**src/rtl/jss_pkg.sv**
```systemverilog
// jss_pkg: shared types and constants of the jtag scan sequencer
// depends on nothing; imported by every module of the block but jss_fifo
`default_nettype none

package jss_pkg;

  // widths fixed by the command format
  localparam int MAX_SCAN_BITS = 64;
  localparam int LEN_W         = 7;
  localparam int BIT_IDX_W     = $clog2(MAX_SCAN_BITS);

  // clock counts of the tms sequences
  localparam logic [LEN_W-1:0] RESET_CLOCKS   = LEN_W'(5);
  localparam logic [LEN_W-1:0] IR_LEAD_CLOCKS = LEN_W'(4);
  localparam logic [LEN_W-1:0] DR_LEAD_CLOCKS = LEN_W'(3);
  localparam logic [LEN_W-1:0] IR_TMS_HIGH    = LEN_W'(2);
  localparam logic [LEN_W-1:0] MAX_LEN        = LEN_W'(MAX_SCAN_BITS);

  typedef enum logic [1:0] {
    CMD_RESET = 2'd0,
    CMD_IDLE  = 2'd1,
    CMD_IR    = 2'd2,
    CMD_DR    = 2'd3
  } jss_cmd_t;

  // classified item passed from front to back
  typedef struct packed {
    logic                     is_tick;
    jss_cmd_t                 command;
    logic [LEN_W-1:0]         scan_length;
    logic [MAX_SCAN_BITS-1:0] shift_data;
    logic                     capture;
    logic                     tdo;
  } jss_item_t;

  // one clock result
  typedef struct packed {
    logic                     tms;
    logic                     tdi;
    logic                     last;
    logic [MAX_SCAN_BITS-1:0] captured;
  } jss_result_t;

endpackage

`default_nettype wire

```
**src/rtl/jtag_scan_sequencer.sv**
```systemverilog
// jtag_scan_sequencer: one result per tick transfer while a command runs,
// one item per cycle while the result queue has room. Items are registered in
// the item queue, results in the result queue, whose head drives the outputs
// throughput: one input transfer per cycle sustained, set by the sequencer
// taking one queued item each cycle while the result queue has room
// reset: synchronous rst empties both queues, idles the sequencer, held tdi 0
`default_nettype none

module jtag_scan_sequencer
  import jss_pkg::*;
#(
  parameter int QUEUE_DEPTH = 2
) (
  input  wire logic                     clk,
  input  wire logic                     rst,
  input  wire logic                     push,
  output logic                          full,
  input  wire logic                     mode,
  input  wire logic [1:0]               command,
  input  wire logic [LEN_W-1:0]         scan_length,
  input  wire logic [MAX_SCAN_BITS-1:0] shift_data,
  input  wire logic                     capture,
  input  wire logic                     tdo,
  output logic                          empty,
  input  wire logic                     pop,
  output logic                          tms,
  output logic                          tdi,
  output logic                          last,
  output logic [MAX_SCAN_BITS-1:0]      captured
);

  jss_item_t   item;
  logic        item_empty;
  logic        item_pop;
  jss_result_t res;
  logic        res_push;
  logic        res_full;
  jss_result_t res_head;

  // front: accept and classify
  jss_front #(
    .QUEUE_DEPTH (QUEUE_DEPTH)
  ) u_front (
    .clk         (clk),
    .rst         (rst),
    .push        (push),
    .full        (full),
    .mode        (mode),
    .command     (command),
    .scan_length (scan_length),
    .shift_data  (shift_data),
    .capture     (capture),
    .tdo         (tdo),
    .item        (item),
    .item_empty  (item_empty),
    .item_pop    (item_pop)
  );

  // back: run the tms/tdi sequences
  jss_back u_back (
    .clk        (clk),
    .rst        (rst),
    .item       (item),
    .item_empty (item_empty),
    .item_pop   (item_pop),
    .res        (res),
    .res_push   (res_push),
    .res_full   (res_full)
  );

  // result queue towards the consumer
  jss_fifo #(
    .WIDTH ($bits(jss_result_t)),
    .DEPTH (QUEUE_DEPTH)
  ) u_result_q (
    .clk   (clk),
    .rst   (rst),
    .push  (res_push),
    .wdata (res),
    .full  (res_full),
    .pop   (pop),
    .rdata (res_head),
    .empty (empty)
  );

  assign tms      = res_head.tms;
  assign tdi      = res_head.tdi;
  assign last     = res_head.last;
  assign captured = res_head.captured;

endmodule

`default_nettype wire

```
**src/rtl/jss_fifo.sv**
```systemverilog
// jss_fifo: small flop-based first-in first-out queue
// generic in width and depth; no package dependency
`default_nettype none

module jss_fifo #(
  parameter int WIDTH = 8,
  parameter int DEPTH = 2
) (
  input  wire logic             clk,
  input  wire logic             rst,
  input  wire logic             push,
  input  wire logic [WIDTH-1:0] wdata,
  output logic                  full,
  input  wire logic             pop,
  output logic [WIDTH-1:0]      rdata,
  output logic                  empty
);

  localparam int PTR_W = (DEPTH > 1) ? $clog2(DEPTH) : 1;
  localparam int CNT_W = $clog2(DEPTH + 1);

  logic [WIDTH-1:0] slots [DEPTH];
  logic [PTR_W-1:0] wr_ptr;
  logic [PTR_W-1:0] rd_ptr;
  logic [CNT_W-1:0] count;
  logic             do_push;
  logic             do_pop;

  assign full    = (count == CNT_W'(DEPTH));
  assign empty   = (count == '0);
  assign do_push = push && !full;
  assign do_pop  = pop && !empty;
  assign rdata   = slots[rd_ptr];

  // pointers and fill count
  always_ff @(posedge clk) begin
    if (rst) begin
      wr_ptr <= '0;
      rd_ptr <= '0;
      count  <= '0;
    end else begin
      if (do_push) begin
        wr_ptr <= (wr_ptr == PTR_W'(DEPTH - 1)) ? '0 : wr_ptr + 1'b1;
      end
      if (do_pop) begin
        rd_ptr <= (rd_ptr == PTR_W'(DEPTH - 1)) ? '0 : rd_ptr + 1'b1;
      end
      if (do_push && !do_pop) begin
        count <= count + 1'b1;
      end else if (do_pop && !do_push) begin
        count <= count - 1'b1;
      end
    end
  end

  // storage
  always_ff @(posedge clk) begin
    if (do_push) begin
      slots[wr_ptr] <= wdata;
    end
  end

endmodule

`default_nettype wire

```
**src/rtl/jss_front.sv**
```systemverilog
// jss_front: accepts input transfers, classifies them and queues them
// depends on jss_pkg and jss_fifo
`default_nettype none

module jss_front
  import jss_pkg::*;
#(
  parameter int QUEUE_DEPTH = 2
) (
  input  wire logic                     clk,
  input  wire logic                     rst,
  input  wire logic                     push,
  output logic                          full,
  input  wire logic                     mode,
  input  wire logic [1:0]               command,
  input  wire logic [LEN_W-1:0]         scan_length,
  input  wire logic [MAX_SCAN_BITS-1:0] shift_data,
  input  wire logic                     capture,
  input  wire logic                     tdo,
  output jss_item_t                     item,
  output logic                          item_empty,
  input  wire logic                     item_pop
);

  jss_item_t in_item;
  logic [LEN_W-1:0] len_clamped;

  // length clamp: zero is one bit, above the maximum is the maximum
  always_comb begin
    if (scan_length == '0) begin
      len_clamped = LEN_W'(1);
    end else if (scan_length > MAX_LEN) begin
      len_clamped = MAX_LEN;
    end else begin
      len_clamped = scan_length;
    end
  end

  // classify the transfer
  always_comb begin
    in_item             = '0;
    in_item.is_tick     = mode;
    in_item.tdo         = tdo;
    if (!mode) begin
      in_item.command     = jss_cmd_t'(command);
      in_item.scan_length = len_clamped;
      in_item.shift_data  = shift_data;
      in_item.capture     = capture;
    end
  end

  jss_fifo #(
    .WIDTH ($bits(jss_item_t)),
    .DEPTH (QUEUE_DEPTH)
  ) u_item_q (
    .clk   (clk),
    .rst   (rst),
    .push  (push),
    .wdata (in_item),
    .full  (full),
    .pop   (item_pop),
    .rdata (item),
    .empty (item_empty)
  );

endmodule

`default_nettype wire

```
**src/rtl/jss_back.sv**
```systemverilog
// jss_back: tms/tdi sequencer that runs queued commands one clock per tick
// depends on jss_pkg
`default_nettype none

module jss_back
  import jss_pkg::*;
(
  input  wire logic  clk,
  input  wire logic  rst,
  input  wire jss_item_t item,
  input  wire logic  item_empty,
  output logic       item_pop,
  output jss_result_t res,
  output logic       res_push,
  input  wire logic  res_full
);

  logic                     busy, busy_next;
  jss_cmd_t                 active_command, active_command_next;
  logic [LEN_W-1:0]         phase_count, phase_count_next;
  logic [LEN_W-1:0]         bits_left, bits_left_next;
  logic [LEN_W-1:0]         scan_len, scan_len_next;
  logic                     capture_on, capture_on_next;
  logic                     held_tdi, held_tdi_next;
  logic [MAX_SCAN_BITS-1:0] shift_reg, shift_reg_next;
  logic [MAX_SCAN_BITS-1:0] capture_reg, capture_reg_next;
  logic [LEN_W-1:0]         lead;
  logic [LEN_W-1:0]         shift_pos;
  logic [BIT_IDX_W-1:0]     bit_idx;
  logic                     is_scan;

  assign is_scan   = (item.command == CMD_IR) || (item.command == CMD_DR);
  assign lead      = (active_command == CMD_IR) ? IR_LEAD_CLOCKS : DR_LEAD_CLOCKS;
  assign shift_pos = phase_count - lead;
  assign bit_idx   = shift_pos[BIT_IDX_W-1:0];

  // sequencer next state and clock result
  always_comb begin
    busy_next           = busy;
    active_command_next = active_command;
    phase_count_next    = phase_count;
    bits_left_next      = bits_left;
    scan_len_next       = scan_len;
    capture_on_next     = capture_on;
    held_tdi_next       = held_tdi;
    shift_reg_next      = shift_reg;
    capture_reg_next    = capture_reg;
    item_pop            = 1'b0;
    res_push            = 1'b0;
    res                 = '0;
    res.tdi             = held_tdi;

    if (!item_empty && !res_full) begin
      item_pop = 1'b1;
      if (!item.is_tick) begin
        // new command, dropped while one is running
        if (!busy) begin
          busy_next           = 1'b1;
          active_command_next = item.command;
          phase_count_next    = '0;
          scan_len_next       = item.scan_length;
          bits_left_next      = is_scan ? item.scan_length : '0;
          shift_reg_next      = item.shift_data;
          capture_reg_next    = '0;
          capture_on_next     = is_scan && item.capture;
        end
      end else if (busy) begin
        res_push = 1'b1;
        unique case (active_command)
          CMD_RESET: begin
            res.tms  = 1'b1;
            res.last = (phase_count >= RESET_CLOCKS - LEN_W'(1));
          end
          CMD_IDLE: begin
            res.tms  = 1'b0;
            res.last = 1'b1;
          end
          CMD_IR, CMD_DR: begin
            if (phase_count < lead) begin
              // entry into the shift state
              if (active_command == CMD_IR) begin
                res.tms = (phase_count < IR_TMS_HIGH);
              end else begin
                res.tms = (phase_count == '0);
              end
            end else if (bits_left != '0) begin
              // shift clock, final one leaves the shift state
              res.tdi        = shift_reg[0];
              held_tdi_next  = shift_reg[0];
              shift_reg_next = shift_reg >> 1;
              if (capture_on && item.tdo) begin
                capture_reg_next[bit_idx] = 1'b1;
              end
              res.tms        = (bits_left == LEN_W'(1));
              bits_left_next = bits_left - LEN_W'(1);
            end else if (phase_count == lead + scan_len) begin
              // update state
              res.tms = 1'b1;
            end else begin
              // back to run-test/idle
              res.tms  = 1'b0;
              res.last = 1'b1;
              if (capture_on) begin
                res.captured = capture_reg;
              end
            end
          end
        endcase
        phase_count_next = phase_count + LEN_W'(1);
        if (res.last) begin
          busy_next = 1'b0;
        end
      end
    end
  end

  // control state
  always_ff @(posedge clk) begin
    if (rst) begin
      busy           <= 1'b0;
      active_command <= CMD_RESET;
      phase_count    <= '0;
      bits_left      <= '0;
      scan_len       <= '0;
      capture_on     <= 1'b0;
      held_tdi       <= 1'b0;
    end else begin
      busy           <= busy_next;
      active_command <= active_command_next;
      phase_count    <= phase_count_next;
      bits_left      <= bits_left_next;
      scan_len       <= scan_len_next;
      capture_on     <= capture_on_next;
      held_tdi       <= held_tdi_next;
    end
  end

  // shift and capture data
  always_ff @(posedge clk) begin
    shift_reg   <= shift_reg_next;
    capture_reg <= capture_reg_next;
  end

`ifndef SYNTHESIS
  a_result_only_busy: assert property (@(posedge clk) disable iff (rst)
    res_push |-> busy)
    else $error("clock result produced with no command running");

  a_last_ends_command: assert property (@(posedge clk) disable iff (rst)
    (res_push && res.last) |=> !busy)
    else $error("command still running after its final clock");

  a_bits_within_length: assert property (@(posedge clk) disable iff (rst)
    busy |-> (bits_left <= scan_len))
    else $error("shift count exceeds scan length");

  a_reset_cmd_bounded: assert property (@(posedge clk) disable iff (rst)
    (busy && active_command == CMD_RESET) |-> (phase_count < RESET_CLOCKS))
    else $error("reset sequence ran past five clocks");
`endif

endmodule

`default_nettype wire
```
**config.mk**
```make
export PLATFORM = sky130hd
export DESIGN_NAME = jtag_scan_sequencer
export DESIGN_NICKNAME = d
export VERILOG_FILES = /design/src/rtl/jss_pkg.sv /design/src/rtl/jtag_scan_sequencer.sv /design/src/rtl/jss_fifo.sv /design/src/rtl/jss_front.sv /design/src/rtl/jss_back.sv
export SDC_FILE = /design/constraint.sdc
export NUM_CORES = 1
export LEC_CHECK = 0
export BUFFER_PORTS_ARGS = -buffer_cell sky130_fd_sc_hd__buf_2
export CORE_ASPECT_RATIO = 0.5
export CORE_MARGIN = 1
export CORE_UTILIZATION = 50
export CTS_CLUSTER_SIZE = 8
export DETAILED_ROUTE_END_ITERATION = 16
export GPL_TIMING_DRIVEN = 0
export MAX_ROUTING_LAYER = met4
export PLACE_DENSITY = 0.68
export RECOVER_POWER = 50
export REMOVE_ABC_BUFFERS = 1
export SYNTH_ARGS = -nofsm -noshare
export SYNTH_HDL_FRONTEND = slang
export SYNTH_SLANG_ARGS = --single-unit
export TNS_END_PERCENT = 10
```
**constraint.sdc**
```tcl
create_clock -name clk -period 11.98 [get_ports clk]
set_clock_uncertainty 0.15 [all_clocks]
set_input_delay 0 -clock clk [delete_from_list [all_inputs] [get_ports clk]]
set_output_delay 0 -clock clk [all_outputs]
set_load 0.01 [all_outputs]
```
==> impl_metrics.py, run 1 <==
metrics = {
    "finish": {
        "reg_top3": "u_front.u_item_q.slots: 152 flops, u_result_q.slots: 134 flops",
        "syn2layout_area_growth_pct": 20.1,
        "largest-register": "u_front.u_item_q.slots",
        "largest_register_ffs": 152,
        "multi_input_area_um2": 5620,
        "nets": 1746,
        "seqCellArea_um2": 13200,
        "fill_cells": 2902,
        "final_cell_mix": "edfxtp_1 (414), nor2_1 (97), buf_2 (89)",
        "drive_above_1_share_pct": 19.0,
        "final_common_cell": "edfxtp_1",
    },
    "synthesis": {
        "syn_area_um2": 19600,
        "ys_types": 65,
        "ys_async_sr_fraction_pct": 0,
        "postSynth.topFlopCell": "edfxtp_1",
        "synth_seq_area_share_pct": 67.1,
        "ys_warn_count": 0,
        "synth_enable_flop_cells": 414,
        "yosys_register_bits": 450,
        "synth_cells": 1413,
        "syn_area_per_cell_um2": 13.9,
    },
    "detailed_routing": {
        "ant_nets": 0,
        "via_count": 11800,
        "wl_per_cell_um": 17.7,
        "post-route-drc-count": 0,
        "drtIter0Drc": 738,
        "vias_per_cell": 5.38,
        "postRouteWirelength_mm": 38.9,
        "firstDrtPassIters": 5,
    },
    "sta": {
        "tightest_slew_ns": 3.47,
        "period_share_pct": 57.0,
        "period_needed_ns": 6.82,
        "rsz0062_at_grt": "no",
        "setup_viol": 0,
        "final_hold_viol_count": 0,
        "hold_ws_ns": 0.0628,
        "fmax_mhz": 147,
        "slew_headroom_pct": -132,
        "slew_violations": 387,
    },
    "placed_design": {
        "dpl.hpwl_mm": 23.3,
        "gp_congestion": 0.840,
        "portBuffers": 148,
    },
    "clock_tree": {
        "cts.sinks": 450,
        "cts_buffers": 66,
        "cts_root_buffer": "clkbuf_16",
        "clockBufferDepth": 3,
        "postCtsSetupRepairBufs": 0,
        "clk_latency_ns": 0.57,
        "clk_pin_slew_ns": 0.05,
        "cts_tree": "built",
        "htree_levels": 3,
    },
    "critical_path": {
        "cp-end-kind": "flop",
        "worstPathArrival_ns": 6.96,
        "cp.required_ns": 12.11,
        "path_cells": "buf_16, mux2i_1, clkbuf_1, inv_4, ha_1, and3_1, buf_12",
        "startpoint_type": "flop",
        "cpPeakStageDelay_ns": 1.89,
        "path_class": "reg -> reg",
        "reg2reg_slack_ns": 5.16,
        "critPathSlowestCell": "dfxtp_1",
        "crit_fanout": 43,
    },
    "grt": {
        "gr-usage-all-layers_pct": 20.6,
        "antenna_found_initial": 0,
        "grt_pass1_wl_mm": 63.1,
        "grt_max_degree": 109,
        "grt-ovfl-total": 0,
        "grt_pass1_vias": 12200,
    },
    "outcome": {
        "violations": "max-capacitance violations, max-slew violations",
        "outcome": "finished with violations",
    },
    "die": {
        "die_w_um": 282,
        "dieArea_um2": 40000,
        "die_y_um": 142,
        "num_rows": 50,
        "start_util_pct": 51.6,
        "core_um2": 38000,
        "io_pins": 149,
    },
    "pwr": {
        "power.leakage_nw": 8.46,
        "ir_worst_vdd_uv": 274,
        "power_mw": 5.16,
        "powerDensity_nw_per_um2": 219,
    },
    "hold_path": {
        "hold_class": "in -> reg",
    },
    "job": {
        "drv_cap": 10,
    },
}
==> stage by stage <==
stage	util [%]	setup slack (ns)	instance area, um^2	setup TNS (ns)	instances
5_1_grt	62.0	4.63	23500	0	2200
6_report	62.0	5.16	23500	0	2201
3_3_place_gp	53.9	-6.04	20500	-2161.19	1999
4_1_cts	62.4	7.60	23700	0	2199
2_1_floorplan	-	0.135	19100	0	1331
3_5_place_dp	55.4	7.64	21000	0	2023
==> Yosys cell counts, drive strengths merged (12+ instances only) <==
master,count,area share (%)
ha,13,0.83
nand3,28,0.72
o21ai,81,2.1
a21oi,83,2.1
a211oi,16,0.64
nor2b,71,2.3
clkbuf,46,0.94
nor2,98,1.9
dfxtp,36,3.7
xnor2,15,0.67
edfxtp,414,63
xor2,12,0.54
nand2,76,1.5
mux2,69,4.0
nor3,14,0.36
mux2i,75,3.8
buf,24,1.2
inv,90,1.7
nor4,66,4.0
==> worst paths after layout <==
check	depth (start not counted)	end	start
min reg2reg	2	u_back.bits_left[5]	u_back.bits_left[5]
max reg2reg	7	u_result_q.slots[1][19]	flop
min	2	u_front.u_item_q.slots[0][0]	tdo
max	7	u_result_q.slots[1][19]	flop
==> repair_timing <==
item,4_1_cts,5_1_grt
endpoints found under the hold margin,234,2
gates resized for setup,0,0
hold buffers,81,1
setup endpoints to repair,0,0
==> area by class of cell <==
type                       count  area share, %
antenna                        1         0.0106
timing repair buffer         254           8.07
sequential                   450           55.9
clock buffer                  89           7.57
tap                          520           2.77
clock inverter                 6          0.319
inverter                      90           1.47
multi-input combinational    791           23.9
==> layer usage <==
layer	vias to the layer above	track usage [%]	wire, um
li1	5696	-	-
met1	5807	24.8	16600
met2	292	35.2	19800
met3	54	3.97	1710
met4	0	6.55	763
met5	-	-	0
==> kinds of logic after synthesis <==
group / synth area share [%]
DFF: 67.1
and+or+nand+nor: 12.0
AOI/OAI and AO/OA: 6.62
buffers and inverters: 4.44
muxes: 7.80
xor gates and xnor gates: 1.21
adders and majority gates: 0.830
==> worst max-delay path: cells and delay by family (launching register included) <==
| kind | cells | cell delay (ns) |
|---|---|---|
| adders and majority gates | 1 | 0.37 |
| buffers and inverters | 4 | 2.34 |
| DFF | 1 | 1.89 |
| muxes | 1 | 1.01 |
| and+or+nand+nor | 1 | 0.69 |
==> report_power, final <==
| group | total (mW) | switching, mW | internal, mW |
|---|---|---|---|
| Clock | 1.67 | 0.642 | 1.03 |
| Combinational | 1.27 | 0.850 | 0.417 |
| Sequential | 2.22 | 0.150 | 2.07 |
| Total | 5.16 | 1.64 | 3.51 |
Power figures use the tool's default switching activity.
==> run 2: changes to the inputs <==
==> constraint.sdc (replaced) <==
create_clock -name clk -period 6.7 [get_ports clk]
set_clock_uncertainty 0.15 [all_clocks]
set_input_delay 0 -clock clk [delete_from_list [all_inputs] [get_ports clk]]
set_output_delay 0 -clock clk [all_outputs]
set_load 0.01 [all_outputs]
==> impl_metrics.py, run 2 (same netlist as run 1, synthesis figures left out) <==
metrics = {
    "outcome": {
        "outcome": "finished with violations",
        "violations": "max-capacitance violations, max-slew violations",
    },
    "die": {
        "start_util_pct": 51.6,
        "die_y_um": 142,
        "io_pins": 149,
        "core_um2": 38000,
        "die_w_um": 282,
        "dieArea_um2": 40000,
        "num_rows": 50,
    },
    "detailed_routing": {
        "postRouteWirelength_mm": 38.9,
        "post-route-drc-count": 0,
        "wl_per_cell_um": 17.7,
        "firstDrtPassIters": 5,
        "ant_nets": 0,
        "drtIter0Drc": 709,
        "vias_per_cell": 5.41,
        "via_count": 11900,
    },
    "pwr": {
        "powerDensity_nw_per_um2": 392,
        "ir_worst_vdd_uv": 487,
        "power.leakage_nw": 8.47,
        "power_mw": 9.23,
    },
    "clock_tree": {
        "ctsHoldBuffers": 81,
        "cts_buffers": 66,
        "cts_root_buffer": "clkbuf_16",
        "clk_pin_slew_ns": 0.05,
        "clk_latency_ns": 0.57,
        "cts.sinks": 450,
        "postCtsSetupRepairBufs": 0,
        "clockBufferDepth": 3,
        "cts_tree": "built",
        "cts_resized": 0,
        "htree_levels": 3,
    },
    "placed_design": {
        "portBuffers": 148,
        "placed_area_um2": 21000,
        "dp_cells": 2023,
        "dpl.hpwl_mm": 23.3,
        "gp_congestion": 0.840,
    },
    "grt": {
        "antenna_found_initial": 0,
        "grt_pass1_vias": 12200,
        "grt_max_degree": 109,
        "grt_pass1_wl_mm": 63.1,
        "grt-ovfl-total": 0,
        "gr-usage-all-layers_pct": 20.6,
    },
    "finish": {
        "final_cell_mix": "edfxtp_1 (414), nor2_1 (97), buf_2 (89)",
        "fin_area_um2": 23600,
        "reg_top3": "u_front.u_item_q.slots: 152 flops, u_result_q.slots: 134 flops",
        "drive_above_1_share_pct": 19.2,
        "seqCellArea_um2": 13200,
        "syn2layout_area_growth_pct": 20.2,
        "fill_cells": 2896,
        "final_common_cell": "edfxtp_1",
        "multi_input_area_um2": 5640,
        "largest-register": "u_front.u_item_q.slots",
        "largest_register_ffs": 152,
        "nets": 1746,
        "stdcell_count": 2201,
    },
    "job": {
        "drv_cap": 8,
    },
    "hold_path": {
        "hold_class": "in -> reg",
    },
    "critical_path": {
        "path_buf_inv": 3,
        "cpPeakStageDelay_ns": 1.89,
        "worstPathArrival_ns": 5.23,
        "cpLargestDelayFamily": "flip-flops",
        "cp.required_ns": 6.81,
        "cp-end-kind": "flop",
        "path_class": "reg -> reg",
        "startpoint_type": "flop",
        "critPathSlowestCell": "dfxtp_1",
        "crit_fanout": 43,
        "path_cells": "buf_16, mux2i_4, ha_1, nand2b_1, a21oi_4, buf_16, buf_16",
        "critPathMostFrequentCell": "buf_16",
    },
    "sta": {
        "setup_viol": 0,
        "period_share_pct": 76.4,
        "slew_headroom_pct": -132,
        "fmax_mhz": 195,
        "slew_violations": 323,
        "final_hold_viol_count": 0,
        "rsz0062_at_grt": "no",
        "period_needed_ns": 5.12,
        "tightest_slew_ns": 3.47,
    },
}
-- run 2: path summary, 6_finish.rpt --
kind	from	to	slack [ns]	cells past startpoint
hold / removal	tdo	u_front.u_item_q.slots[0][0]	0.06	2
hold reg to reg	u_back.bits_left[5]	u_back.bits_left[5]	0.36	2
setup reg to reg	flop	u_back.capture_reg[10]	1.58	7
setup / recovery	flop	u_back.capture_reg[10]	1.58	7
-- run 2: worst register-to-register path, delay by kind of cell (launching register included) --
| kind | cells | cell delay, ns |
|---|---|---|
| flops | 1 | 1.89 |
| simple gates | 1 | 0.25 |
| compound gates | 1 | 0.78 |
| buf+inv | 3 | 0.80 |
| mux | 1 | 0.57 |
| fa+ha+maj | 1 | 0.35 |
-- run 2: power by group --
group / switching, mW / internal, mW
Sequential: 0.270 / 3.70
Clock: 1.15 / 1.84
Combinational: 1.52 / 0.753
Total: 2.94 / 6.29
-- run 2: area by class of cell --
type                            instances  share of cell area [%]
Clock inverter                          6                   0.319
Antenna cell                            1                  0.0106
Multi-Input combinational cell        791                    23.9
Timing Repair Buffer                  254                    8.13
Clock buffer                           89                    7.56
Tap cell                              520                    2.76
Sequential cell                       450                    55.8
Inverter                               90                    1.47
-- run 2: routing by layer --
| metal | global-route usage [%] | vias to the layer above | share of wire, % |
|---|---|---|---|
| li1 | - | 5694 | - |
| met2 | 35.2 | 297 | 51 |
| met1 | 24.8 | 5853 | 43 |
| met3 | 3.97 | 67 | 4.2 |
| met5 | - | - | 0 |
| met4 | 6.55 | 0 | 2.1 |
-- run 2: per-stage QoR --
stage / TNS (ns) / setup WS (ns) / hold slack (ns) / utilization (%)
finish: 0 / 1.58 / 0.0609 / 62.0
CTS: 0 / 2.32 / 0.00439 / 62.4
floorplan: -2023.22 / -5.14 / -0.0809 / -
global route: 0 / 1.24 / 0.0618 / 62.0
global placement: -4864.92 / -11.32 / 0.0474 / 53.9
detailed placement: 0 / 2.36 / 0.0560 / 55.4
